$ cat config.mk
export PLATFORM = sky130hd
export DESIGN_NAME = lasb_fifo
export DESIGN_NICKNAME = d
export VERILOG_FILES = /design/src/rtl/core/lasb_pkg.sv /design/src/rtl/core/lasb_fifo.sv
export SDC_FILE = /design/constraint.sdc
export NUM_CORES = 1
export LEC_CHECK = 0
export BUFFER_PORTS_ARGS = -buffer_cell sky130_fd_sc_hd__buf_4
export CAP_MARGIN = 20
export CORE_MARGIN = 2
export CORE_UTILIZATION = 25
export DETAILED_ROUTE_END_ITERATION = 7
export GPL_TIMING_DRIVEN = 0
export PLACE_DENSITY_LB_ADDON = 0.1
export SYNTH_ARGS = -nofsm -noshare
export SYNTH_HDL_FRONTEND = slang
export SYNTH_SLANG_ARGS = --single-unit
$ cat constraint.sdc
create_clock -name clk -period 4.5 [get_ports clk]
set_input_delay 0.45 -clock clk [delete_from_list [all_inputs] [get_ports clk]]
set_output_delay 0.45 -clock clk [all_outputs]
set_load 0.05 [all_outputs]
$ cat src/rtl/core/lasb_pkg.sv
package lasb_pkg;

  localparam int CW      = 24;  // coordinate width
  localparam int DW      = 25;  // difference vector width
  localparam int XW      = 48;  // vectoring datapath width
  localparam int SQW     = 50;  // squared length width
  localparam int RW      = 25;  // rounded length width
  localparam int PW      = 32;  // phase width, 2^-32 turns
  localparam int ITERS   = 30;
  localparam int QDEPTH  = 4;
  localparam int QAW     = $clog2(QDEPTH);

  localparam logic signed [31:0] COORD_MAX = 32'sd8388607;
  localparam logic signed [31:0] COORD_MIN = -32'sd8388608;
  localparam logic signed [63:0] K_INV_Q30 = 64'sd652032874;
  localparam logic [PW-1:0]      HALF_TURN = 32'h80000000;

  localparam logic [31:0] TURN_ATAN [ITERS] = '{
    32'h20000000, 32'h12E4051E, 32'h09FB385B, 32'h051111D4, 32'h028B0D43,
    32'h0145D7E1, 32'h00A2F61E, 32'h00517C55, 32'h0028BE53, 32'h00145F2F,
    32'h000A2F98, 32'h000517CC, 32'h00028BE6, 32'h000145F3, 32'h0000A2FA,
    32'h0000517D, 32'h000028BE, 32'h0000145F, 32'h00000A30, 32'h00000518,
    32'h0000028C, 32'h00000146, 32'h000000A3, 32'h00000051, 32'h00000029,
    32'h00000014, 32'h0000000A, 32'h00000005, 32'h00000003, 32'h00000001
  };

  typedef struct packed {
    logic signed [CW-1:0] start_x;
    logic signed [CW-1:0] start_y;
    logic signed [CW-1:0] cursor_x;
    logic signed [CW-1:0] cursor_y;
  } in_t;

  typedef struct packed {
    logic signed [CW-1:0] snapped_x;
    logic signed [CW-1:0] snapped_y;
    logic signed [CW-1:0] box_min_x;
    logic signed [CW-1:0] box_min_y;
    logic signed [CW-1:0] box_max_x;
    logic signed [CW-1:0] box_max_y;
  } out_t;

  typedef struct packed {
    logic signed [CW-1:0] sx;
    logic signed [CW-1:0] sy;
    logic [RW-1:0]        len;
    logic [PW-1:0]        ph;
  } item_t;

  typedef struct packed {
    logic signed [31:0] c;
    logic signed [31:0] s;
  } cs_t;

  typedef struct packed {
    logic signed [XW-1:0] x;
    logic signed [XW-1:0] y;
    logic [PW-1:0]        z;
  } vec_t;

  typedef struct packed {
    logic [SQW-1:0] op;
    logic [SQW-1:0] res;
  } sq_t;

  typedef struct packed {
    logic full;
    logic avail;
  } qstat_t;

  function automatic logic signed [CW-1:0] sat(input logic signed [31:0] v);
    if (v > COORD_MAX) return COORD_MAX[CW-1:0];
    else if (v < COORD_MIN) return COORD_MIN[CW-1:0];
    else return v[CW-1:0];
  endfunction

  // one vectoring iteration: drive y toward zero
  function automatic vec_t vstep(input vec_t v, input int i);
    vec_t o;
    o = v;
    if (v.y > 0) begin
      o.x = v.x + (v.y >>> i);
      o.y = v.y - (v.x >>> i);
      o.z = v.z + TURN_ATAN[i];
    end else begin
      o.x = v.x - (v.y >>> i);
      o.y = v.y + (v.x >>> i);
      o.z = v.z - TURN_ATAN[i];
    end
    return o;
  endfunction

  // one digit of the restoring square root
  function automatic sq_t sqstep(input sq_t r, input int b);
    sq_t o;
    logic [SQW-1:0] one;
    logic [SQW-1:0] t;
    one = SQW'(1) << (2 * b);
    t   = r.res + one;
    if (r.op >= t) begin
      o.op  = r.op - t;
      o.res = (r.res >> 1) + one;
    end else begin
      o.op  = r.op;
      o.res = r.res >> 1;
    end
    return o;
  endfunction

  // rotation of 1/K by a phase; evaluated for the constant direction table
  function automatic cs_t cos_sin(input logic [31:0] p);
    logic [1:0] q;
    logic [31:0] ru;
    logic signed [63:0] x;
    logic signed [63:0] y;
    logic signed [63:0] z;
    logic signed [63:0] xs;
    logic signed [63:0] ys;
    cs_t r;
    q  = 2'((p + 32'h20000000) >> 30);
    ru = p - {q, 30'b0};
    z  = 64'($signed(ru));
    x  = K_INV_Q30;
    y  = '0;
    for (int i = 0; i < ITERS; i++) begin
      xs = x >>> i;
      ys = y >>> i;
      if (z >= 0) begin
        x = x - ys;
        y = y + xs;
        z = z - $signed({32'b0, TURN_ATAN[i]});
      end else begin
        x = x + ys;
        y = y - xs;
        z = z + $signed({32'b0, TURN_ATAN[i]});
      end
    end
    case (q)
      2'd0: begin r.c = 32'(x);  r.s = 32'(y);  end
      2'd1: begin r.c = 32'(-y); r.s = 32'(x);  end
      2'd2: begin r.c = 32'(-x); r.s = 32'(-y); end
      default: begin r.c = 32'(y); r.s = 32'(-x); end
    endcase
    return r;
  endfunction

endpackage

$ cat src/rtl/core/lasb_fifo.sv
module lasb_fifo (
  input  logic              clk,
  input  logic              rst,
  input  logic              push,
  input  lasb_pkg::item_t   push_item,
  input  logic              pop,
  output lasb_pkg::item_t   head_item,
  output lasb_pkg::qstat_t  stat
);

  lasb_pkg::item_t              mem [lasb_pkg::QDEPTH];
  logic [lasb_pkg::QAW-1:0]     wp;
  logic [lasb_pkg::QAW-1:0]     rp;
  logic [lasb_pkg::QAW:0]       cnt;

  always_ff @(posedge clk) begin
    if (rst) begin
      wp  <= '0;
      rp  <= '0;
      cnt <= '0;
    end else begin
      if (push) wp <= wp + 1'b1;
      if (pop) rp <= rp + 1'b1;
      if (push && !pop) cnt <= cnt + 1'b1;
      else if (pop && !push) cnt <= cnt - 1'b1;
    end
  end

  always_ff @(posedge clk) begin
    if (push) mem[wp] <= push_item;
  end

  assign head_item  = mem[rp];
  assign stat.full  = (cnt == (lasb_pkg::QAW + 1)'(lasb_pkg::QDEPTH));
  assign stat.avail = (cnt != '0);

endmodule

# Yosys cells after proc, flatten, opt, wreduce, memory -nomap -nowiden
# Memory sizes are Yosys's and may differ from the RTL's. A register that Yosys moved wholly into a read port is not among the register bits.
# Index checks and enable logic that the tools add are counted.
# op_classes
n_addsub	4
eq_ne	1
muxes	6
n_reduce_logical	6
# op_table
op	n
$mux 3	2
$add 2x1->2 const B	2
$mux 2	2
$add 3x1->3 const B	1
$eq 3x3->1 const B	1
$reduce_bool 3->1	1
$sub 3x1->3 const B	1
$logic_and 1x1->1	2
$logic_not 1->1	2
$mux 1	2
$reduce_bool 2->1	1
# totals
reg_bits	7
ramBits	420
inputBits	109
out_inout_bits	107
elab_cells	21
n_memories	1
# mem_list
memory	depth	width	rd	rd_clocked_by_memory_dff	wr	line_no	text
mem	4	105	1	1	1	lasb_fifo.sv:11	lasb_pkg::item_t mem [lasb_pkg::QDEPTH];

# Longest topological paths before layout
# Gate-level depths: netlist of the first run.
# depth
depth_word	4
depth_mapped	7
ltp_nobuf	7

# Worst setup path before layout of the first run
# Ideal clock, no wire load.
# synth_path
path_type	register to register
start	register wp[0] (netlist bit)
end	memory mem[0][0] (netlist bit), enable pin
setup_ps	476
arrival_ps	2965
setup_slack_ps	1059
path_stages_with_launch	4
path_buffers	0
synth_period_minus_slack_ps	3441
cell_sequence	dfxtp_1 inv_1 ha_1 and2_1
# synth_lines
item	line_no	text
from (decl)	lasb_fifo.sv:12	logic [lasb_pkg::QAW-1:0] wp;
from (signal assigned)	lasb_fifo.sv:22	if (push) wp <= wp + 1'b1;
to (decl)	lasb_fifo.sv:11	
# No word-level cell before the write port.

==> results.cfg, run 1 <==
[sta]
fmax_mhz = 342
hold_violations = 0
finalCriticalPeriod_ns = 2.93
fin_skew_ns = 0.0168
tightest_slew_ns = 0.770
finalSetupViolations = 0
drv_slew = 0
timing.final.crit_share_pct = 65.1
slew_headroom_pct = 48.7
finalWorstSetupSlack_ns = 1.57
grt_setup_unrepaired = no

[place]
place.gp.congestion = 0.638
place_inst = 1652
io_buffer_count = 214
place_hpwl_um = 21500
place_ws_ns = 2.06

[power_and_ir_drop]
power_frac_clock_pct = 38.0
power_density_mw_per_mm2 = 494
switching_share_pct = 26.0
totalPowerFinal_mw = 9.87
intPower_mw = 7.30
power_switching_mw = 2.57
peakVddDrop_mv = 0.305
p_seq_share_pct = 46.9
power_frac_comb_pct = 15.0
power.leakage_nw = 6.62

[yosys]
yosys_register_bits = 429
ys_top_cells_by_count = edfxtp_1, mux4_2, buf_2, dfxtp_1, nor2_1
synth_area_mm2 = 0.0156
synth-main-ff-cell = edfxtp_1
synthCells = 593
synth_area_leaders = edfxtp_1, mux4_2, dfxtp_1, buf_8, ha_1
yosysMostFrequentCell = edfxtp_1
syn_avg_cell_area_um2 = 26.3
synth-edff-count = 420
ys_warn_count = 0
yosysTopAreaCell = edfxtp_1
ys_seq_area_share_pct = 82.0
yosysTopAreaCellShare_pct = 80.9
synth_cell_types = 21
ys_async_sr_fraction_pct = 0
synth_nets = 708

[drt]
firstDrtPassIters = 4
wl_per_cell_um = 20.2
num_vias = 7045
drt-initial-drc-count = 400
drtAntennaViolNets = 0
drc = 0
vias_per_cell = 4.04
wirelength_um = 35200

[worst_setup_path]
crit_type = reg2out
r2r_cells = 4
reg2reg_slack_ns = 2.38
crit_path_max_fanout = 10
crit_path_end = head_item[80]
cp.required_ns = 4.05
worstReg2RegEnd = mem[1][55]$_DFFE_PP_
timing.rr.start = wp[0]$_SDFFE_PP0P_
critPathArrivalTime_ns = 2.48
endpoint_kind = primary output
critPathLaunchType = flip-flop

[grt]
grt_usage_pct = 11.0
grt_pass1_wl_um = 51700
grt_max_degree = 49
first_global_vias = 7837
antenna_found_initial = 7
gr-total-overflow = 0

[job]
maxCapViolations = 0

[floorplanning]
die_x_um = 254
start_util_pct = 25.3
die_area_mm2 = 0.0644
core-area_mm2 = 0.0617
die_h_um = 254
rows = 91
top_level_ports = 216

[status]
outcome = complete, no violations

[cells_and_area]
n_antenna_cell = 0
fillers = 5976
area_growth_pct = 28.2
drive_above_1_share_pct = 45.8
fin_nets = 982
final_cells = 1743

[clock_tree]
cts_resized = 0
path_clk_slew_ns = 0.06
cts_root_buffer = clkbuf_16
clock_latency_ns = 0.58
cts_sinks = 429
cts_buffer_depth = 3
cts_buffers = 50
cts_tree = yes
htree_levels = 2
cts_setup_buffers = 0
ctsHoldBuffers = 0

[hold_path]
hp-class = in2reg
[worst min path at each step]
stage / startpoint / to / slack [ns] / depth (start not counted)
3_3_place_gp: cnt[2]$_SDFFE_PP0P_ / cnt[2]$_SDFFE_PP0P_ / 0.49 / 2
3_5_place_dp: cnt[2]$_SDFFE_PP0P_ / cnt[2]$_SDFFE_PP0P_ / 0.50 / 2
5_1_grt: push_item[48] / mem[0][48]$_DFFE_PP_ / 0.03 / 1
4_1_cts: push_item[37] / mem[0][37]$_DFFE_PP_ / 0.02 / 1
2_1_floorplan: cnt[2]$_SDFFE_PP0P_ / cnt[2]$_SDFFE_PP0P_ / 0.46 / 2
6_report: push_item[11] / mem[2][11]$_DFFE_PP_ / 0.07 / 1
[final cells by class]
class | count | area [um^2] | area share (%)
buffer | 25 | 189 | 0.945
inverter | 4 | 15.0 | 0.0751
clock buffer | 64 | 1370 | 6.84
timing repair buffer | 222 | 1830 | 9.14
sequential | 429 | 12800 | 64.0
multi-input combinational | 135 | 2610 | 13.0
clock inverter | 27 | 151 | 0.757
tap | 837 | 1050 | 5.24
[layer usage]
metal  vias to the layer above  share of wire [%]  GRT usage, %
met5                         -               0.28             0
li1                       3105                  -             -
met4                        14                2.4          3.78
met1                      3674                 43          14.0
met3                        77                7.9          4.16
met2                       175                 47          17.2
[power by group through the flow]
| stage | combinational, mW | clock [mW] | sequential, mW |
|---|---|---|---|
| 3_5_place_dp | 1.53 | 0 | 4.72 |
| 2_1_floorplan | 0.979 | 0 | 4.72 |
| 3_3_place_gp | 1.49 | 0 | 4.76 |
| 5_1_grt | 1.58 | 4.05 | 4.65 |
| 4_1_cts | 1.53 | 3.91 | 4.63 |
| 6_report | 1.48 | 3.76 | 4.63 |
[cells in the final DEF (no fill, tap or decap)]
cell          n
nand2_1       1
and2_4        4
mux2i_1       2
edfxtp_1    420
buf_8         5
clkinv_4      1
buf_16        8
ha_1          5
clkbuf_16    53
nor2_1        7
mux4_2      105
inv_1         4
clkinvlp_4    1
or3_1         2
nor3b_1       1
xnor2_1       2
clkbuf_1     17
buf_4       214
inv_6         1
a21oi_1       1
bufinv_16     1
dfxtp_1       9
xor2_1        3
buf_12        1
clkinv_1     15
fa_1          1
clkinv_2      8
buf_2        12
o21ai_0       1
buf_6         1
[stage by stage]
stage,setup TNS [ns],instance area [um^2],utilization [%],hold WS [ns]
5_1_grt,0,20000,32.4,0.0330
6_report,0,20000,32.4,0.0683
3_5_place_dp,0,18500,29.9,0.498
3_3_place_gp,-685.72,18200,29.6,0.494
2_1_floorplan,0,15600,-,0.461
4_1_cts,0,20000,32.4,0.0163
[flip-flops by register name, summed over array words and instances, names as in the netlist, named ones only]
signal	cells
rp	2
mem	420
cnt	3
wp	2
[worst max-delay path: stages, from the launching register on]
cell and delay, ns:
dfxtp_1 0.30, buf_2 0.22, buf_2 0.37, buf_2 0.41, mux4_2 0.37, buf_4 0.22
[cells by family after synthesis]
| family | after synthesis | synth area share, % |
|---|---|---|
| AND/OR/NAND/NOR | 15 | 0.481 |
| flip-flops | 429 | 82.0 |
| buffers and inverters | 29 | 1.31 |
| multiplexers | 107 | 15.3 |
| AO/OA/AOI/OAI | 2 | 0.0641 |
| XOR/XNOR | 5 | 0.281 |
| adder cells (fa/ha/maj) | 6 | 0.530 |
Note: power is estimated with default switching activity, not from simulation.
==> run 2: changes to the inputs <==
Settings changed: ABC_AREA set to 1.
Clock period 4.5 ns to 2.71 ns, I/O delays scaled along.
==> run 2 against run 1 <==
Clock power rose by 67%. Clock skew fell by 0.0066 ns. Critical path type unchanged. Highest routed layer unchanged. Cell count rose by 35%. Core utilization rose by 1.5 points.
==> results.cfg, run 2 <==
[status]
outcome = complete, no violations

[yosys]
yosys_register_bits = 429
yosysMostFrequentCell = edfxtp_1
ys_async_sr_fraction_pct = 0
synth_cell_types = 25
synth_nets = 1189
ys_seq_area_share_pct = 79.5
synthCells = 1074
yosysTopAreaCell = edfxtp_1
ys_top_cells_by_count = edfxtp_1, nor2_1, o21ai_0, o22ai_1, o21ai_1
synth_area_leaders = edfxtp_1, nor2_1, o22ai_1, o21ai_0, o21ai_1
synth_area_mm2 = 0.0161
ys_warn_count = 0
synth-edff-count = 420
synth-main-ff-cell = edfxtp_1
yosysTopAreaCellShare_pct = 78.3
syn_avg_cell_area_um2 = 15.0

[sta]
hold_violations = 0
slew_headroom_pct = 51.7
drv_slew = 0
timing.final.crit_share_pct = 93.6
finalWorstSetupSlack_ns = 0.174
fin_skew_ns = 0.0102
finalCriticalPeriod_ns = 2.54
finalSetupViolations = 0
fmax_mhz = 394
tightest_slew_ns = 0.725
holdWs_ns = 0.397

[drt]
wirelength_um = 46400
wl_per_cell_um = 19.7
drc = 0
firstDrtPassIters = 6
vias_per_cell = 4.33
drt-initial-drc-count = 549
drtAntennaViolNets = 0
num_vias = 10201

[cells_and_area]
largest_reg_flops = 420
final_common_cell = edfxtp_1
final_cells = 2358
top_register = mem
drive_above_1_share_pct = 25.1
fin_util_pct = 33.9
area_growth_pct = 34.8
reg_top3 = mem (420), cnt (3)
layout_common_cells = edfxtp_1, buf_4, nor2_1, o21ai_0, dlygate4sd3_1
fin_nets = 1577

[worst_setup_path]
crit_path_frequent_cell = buf_4
critPathArrivalTime_ns = 2.27
critical_path_buf_inv_count = 4
endpoint_kind = primary output
cp_slowest_cell = dfxtp_1
crit_path_max_fanout = 10
cpPeakStageDelay_ns = 0.40
cp.required_ns = 2.44
critPathLaunchType = flip-flop
crit_chain = buf_8, buf_6, buf_4, nor2_1, o22ai_1, buf_4
crit_type = reg2out
critPathTopFamily = buffers and inverters

[clock_tree]
path_clk_slew_ns = 0.06
cts_root_buffer = clkbuf_16
cts_buffer_depth = 3
htree_levels = 2
clock_latency_ns = 0.58
cts_sinks = 429
cts_tree = yes
cts_setup_buffers = 0
cts_buffers = 50

[floorplanning]
top_level_ports = 216
start_util_pct = 25.1
die_h_um = 258
die_area_mm2 = 0.0664
core-area_mm2 = 0.0641
rows = 93
die_x_um = 258

[power_and_ir_drop]
totalPowerFinal_mw = 16.5
power_density_mw_per_mm2 = 760
peakVddDrop_mv = 0.439
power.leakage_nw = 7.60

[job]
maxCapViolations = 0

[place]
place_ws_ns = 0.450
io_buffer_count = 215
place_hpwl_um = 28600
place.gp.congestion = 0.702
place_inst = 2157

[grt]
grt_max_degree = 33
antenna_found_initial = 5
first_global_vias = 10414
grt_usage_pct = 13.7
gr-total-overflow = 0
grt_pass1_wl_um = 67700

[hold_path]
hp-class = in2reg
run 2: metrics by stage:
step / instance area, um^2 / setup TNS (ns)
after global routing: 21700 / -0.00219
after detailed placement: 19100 / 0
after global placement: 18800 / -711.46
final: 21700 / 0
after floorplan: 16100 / 0
after CTS: 21700 / 0
run 2: kinds of logic (layout without fill, tap and decap cells):
kind of cell             Yosys count  after routing  synth area share [%]
other                              0              2                     0
XOR/XNOR                           1              1                0.0544
buffers and inverters             85            512                  3.61
flip-flops                       429            429                  79.5
AND/OR/NAND/NOR                  230            230                  5.39
adder cells (fa/ha/maj)            6              6                 0.513
AO/OA/AOI/OAI                    323            323                  11.0
run 2: what timing repair did:
item / in CTS / in global routing
pin swaps: 0 / 0
gates resized for setup: 9 / 10
endpoints found under the hold margin: 426 / 0
hold buffers: 108 / 0
endpoints found under the setup margin: 51 / 11
run 2: final cells by class:
cell class	instances	area [um^2]
Fill cell	6293	42400
Sequential cell	429	12800
Timing Repair Buffer	336	2960
Multi-Input combinational cell	560	2750
Clock buffer	64	1370
Tap cell	855	1070
Buffer	68	529
Clock inverter	27	154
Inverter	17	83.8
Antenna cell	2	5.00
run 2: power by group:
part	switching (mW)	total, mW	internal (mW)
Sequential	0.0645	7.65	7.59
Combinational	1.76	2.57	0.806
Clock	2.64	6.28	3.64
run 2: worst paths after layout:
path | from | end | slack (ns) | depth (start not counted)
worst max-delay path | flip-flop | head_item[10] | 0.17 | 6
worst min-delay path | rst | cnt[0]$_SDFFE_PP0P_ | 0.40 | 3
worst max register to register | wp[1]$_SDFFE_PP0P_ | mem[1][56]$_DFFE_PP_ | 0.47 | 6
worst min register to register | rp[1]$_SDFFE_PP0P_ | flip-flop | 0.45 | 1
run 2: worst register-to-register path, stage by stage, from the launching register on:
cell and delay, ns:
dfxtp_1 0.35, inv_1 0.09, ha_1 0.18, nand2_1 0.10, clkinvlp_4 0.57, buf_12 0.43
buf_12 0.23
run 2: per-layer routing:
layer	global-route usage, %	vias to the layer above	routed length [um]
met3	3.12	74	2250
met5	0	-	27
met4	4.05	4	1160
li1	-	4850	-
met2	22.3	230	21800
met1	18.2	5043	21200
==> run 3: changes to the inputs <==
Settings changed: ABC_AREA 1 to unset.
==> run 3 against run 2 <==
Sequential cell count unchanged. Sequential share of layout area increased by 1.4 points. Clock power increased by 5.6%. Critical path type unchanged. Largest cell class unchanged. Critical path depth decreased by 1. Highest routed layer unchanged. Count of clock-buffer cells in the layout increased by 2.
==> results.cfg, run 3 (synthesized netlist as in run 1, its figures left out) <==
[clock_tree]
htree_levels = 2
cts_buffers = 50
cts_tree = yes
cts_setup_buffers = 0
cts_root_buffer = clkbuf_16
cts_buffer_depth = 3
cts_sinks = 429
path_clk_slew_ns = 0.06
clock_latency_ns = 0.57

[worst_setup_path]
crit_path_end = head_item[77]
worstReg2RegEnd = mem[3][54]$_DFFE_PP_
reg2reg_slack_ns = 0.61
critPathArrivalTime_ns = 2.23
critPathLaunchType = flip-flop
r2r_cells = 4
timing.rr.start = wp[0]$_SDFFE_PP0P_
crit_type = reg2out
crit_path_max_fanout = 10
cp.required_ns = 2.44
endpoint_kind = primary output

[power_and_ir_drop]
totalPowerFinal_mw = 16.9
power.leakage_nw = 7.13
power_density_mw_per_mm2 = 799
peakVddDrop_mv = 0.423

[cells_and_area]
area_growth_pct = 35.9
final_cells = 1853
drive_above_1_share_pct = 41.4
layout_common_cells = edfxtp_1, buf_4, dlygate4sd3_1, mux4_2, clkbuf_16
top_register = mem
fillers = 5907
final_common_cell = edfxtp_1
reg_top3 = mem (420), cnt (3)
fin_nets = 1089
largest_reg_flops = 420

[sta]
timing.final.crit_share_pct = 92.2
hold_violations = 0
slew_headroom_pct = 56.6
grt_setup_unrepaired = no
finalSetupViolations = 0
fin_skew_ns = 0.00813
fmax_mhz = 400
holdWs_ns = 0.0573
drv_slew = 0
finalCriticalPeriod_ns = 2.50
tightest_slew_ns = 0.652

[grt]
gr-total-overflow = 0
antenna_found_initial = 4
first_global_vias = 8211
grt_usage_pct = 11.2
grt_max_degree = 43
grt_pass1_wl_um = 52800

[place]
io_buffer_count = 214
place_hpwl_um = 21000
place.gp.congestion = 0.652
place_inst = 1652

[drt]
wirelength_um = 35900
vias_per_cell = 4.03
drt-initial-drc-count = 317
drc = 0
wl_per_cell_um = 19.4
drtAntennaViolNets = 0
firstDrtPassIters = 4
num_vias = 7469

[floorplanning]
start_util_pct = 25.3
die_area_mm2 = 0.0644
rows = 91
die_x_um = 254
core-area_mm2 = 0.0617
top_level_ports = 216
die_h_um = 254

[job]
maxCapViolations = 0

[status]
outcome = complete, no violations

[hold_path]
hp-class = in2reg
run 3: worst max-delay path: stages, from the launching register on:
cell	delay, ns
dfxtp_1	0.30
buf_2	0.23
buf_4	0.28
buf_4	0.28
mux4_2	0.35
buf_4	0.21
run 3: routing by layer:
metal | part of all wire (%) | GRT usage [%] | wire, um | vias to the layer above
met5 | 0.075 | 0 | 27 | -
met4 | 2.3 | 3.78 | 838 | 4
met3 | 7.3 | 3.92 | 2630 | 59
met2 | 47 | 17.5 | 16700 | 196
met1 | 44 | 14.4 | 15600 | 3886
li1 | - | - | - | 3324
run 3: timing repair:
action                                  4_1_cts  5_1_grt
resized for setup                            11        0
hold endpoints to repair                    424        0
hold buffers                                107        0
endpoints found under the setup margin       95        0
run 3: worst min path at each step:
| stage | startpoint | end | slack [ns] | depth (start not counted) |
|---|---|---|---|---|
| after floorplan | push_item[0] | mem[0][0]$_DFFE_PP_ | 0.37 | 0 |
| after global placement | push_item[44] | mem[2][44]$_DFFE_PP_ | 0.47 | 1 |
| after detailed placement | push_item[56] | mem[0][56]$_DFFE_PP_ | 0.47 | 1 |
| after CTS | rst | wp[0]$_SDFFE_PP0P_ | 0.02 | 2 |
| after global routing | rst | flip-flop | 0.09 | 2 |
| final | rst | wp[0]$_SDFFE_PP0P_ | 0.06 | 2 |
run 3: per-stage QoR:
step           utilization (%)  setup WS (ns)  area [um^2]  TNS [ns]
6_report                  34.3          0.210        21200         0
5_1_grt                   34.3         0.0214        21200         0
4_1_cts                   34.3         0.0588        21200         0
3_5_place_dp              29.9          0.455        18500         0
3_3_place_gp              29.6          -1.05        18300   -417.54
2_1_floorplan                -          0.432        15600         0
run 3: report_power, final:
| group | switching [mW] | internal, mW |
|---|---|---|
| logic | 1.63 | 0.974 |
| registers | 0.0668 | 7.62 |
| clock network | 2.61 | 4.02 |
| total | 4.31 | 12.6 |
run 3: layout make-up:
type,instances,area (um^2),area share [%]
antenna,2,5.00,0.0236
buffer,25,210,0.992
clock buffer,66,1380,6.49
clock inverter,26,245,1.16
inverter,4,15.0,0.0708
multi-input combinational,135,2610,12.3
sequential,429,12800,60.4
tap,837,1050,4.94
timing repair buffer,329,2900,13.7
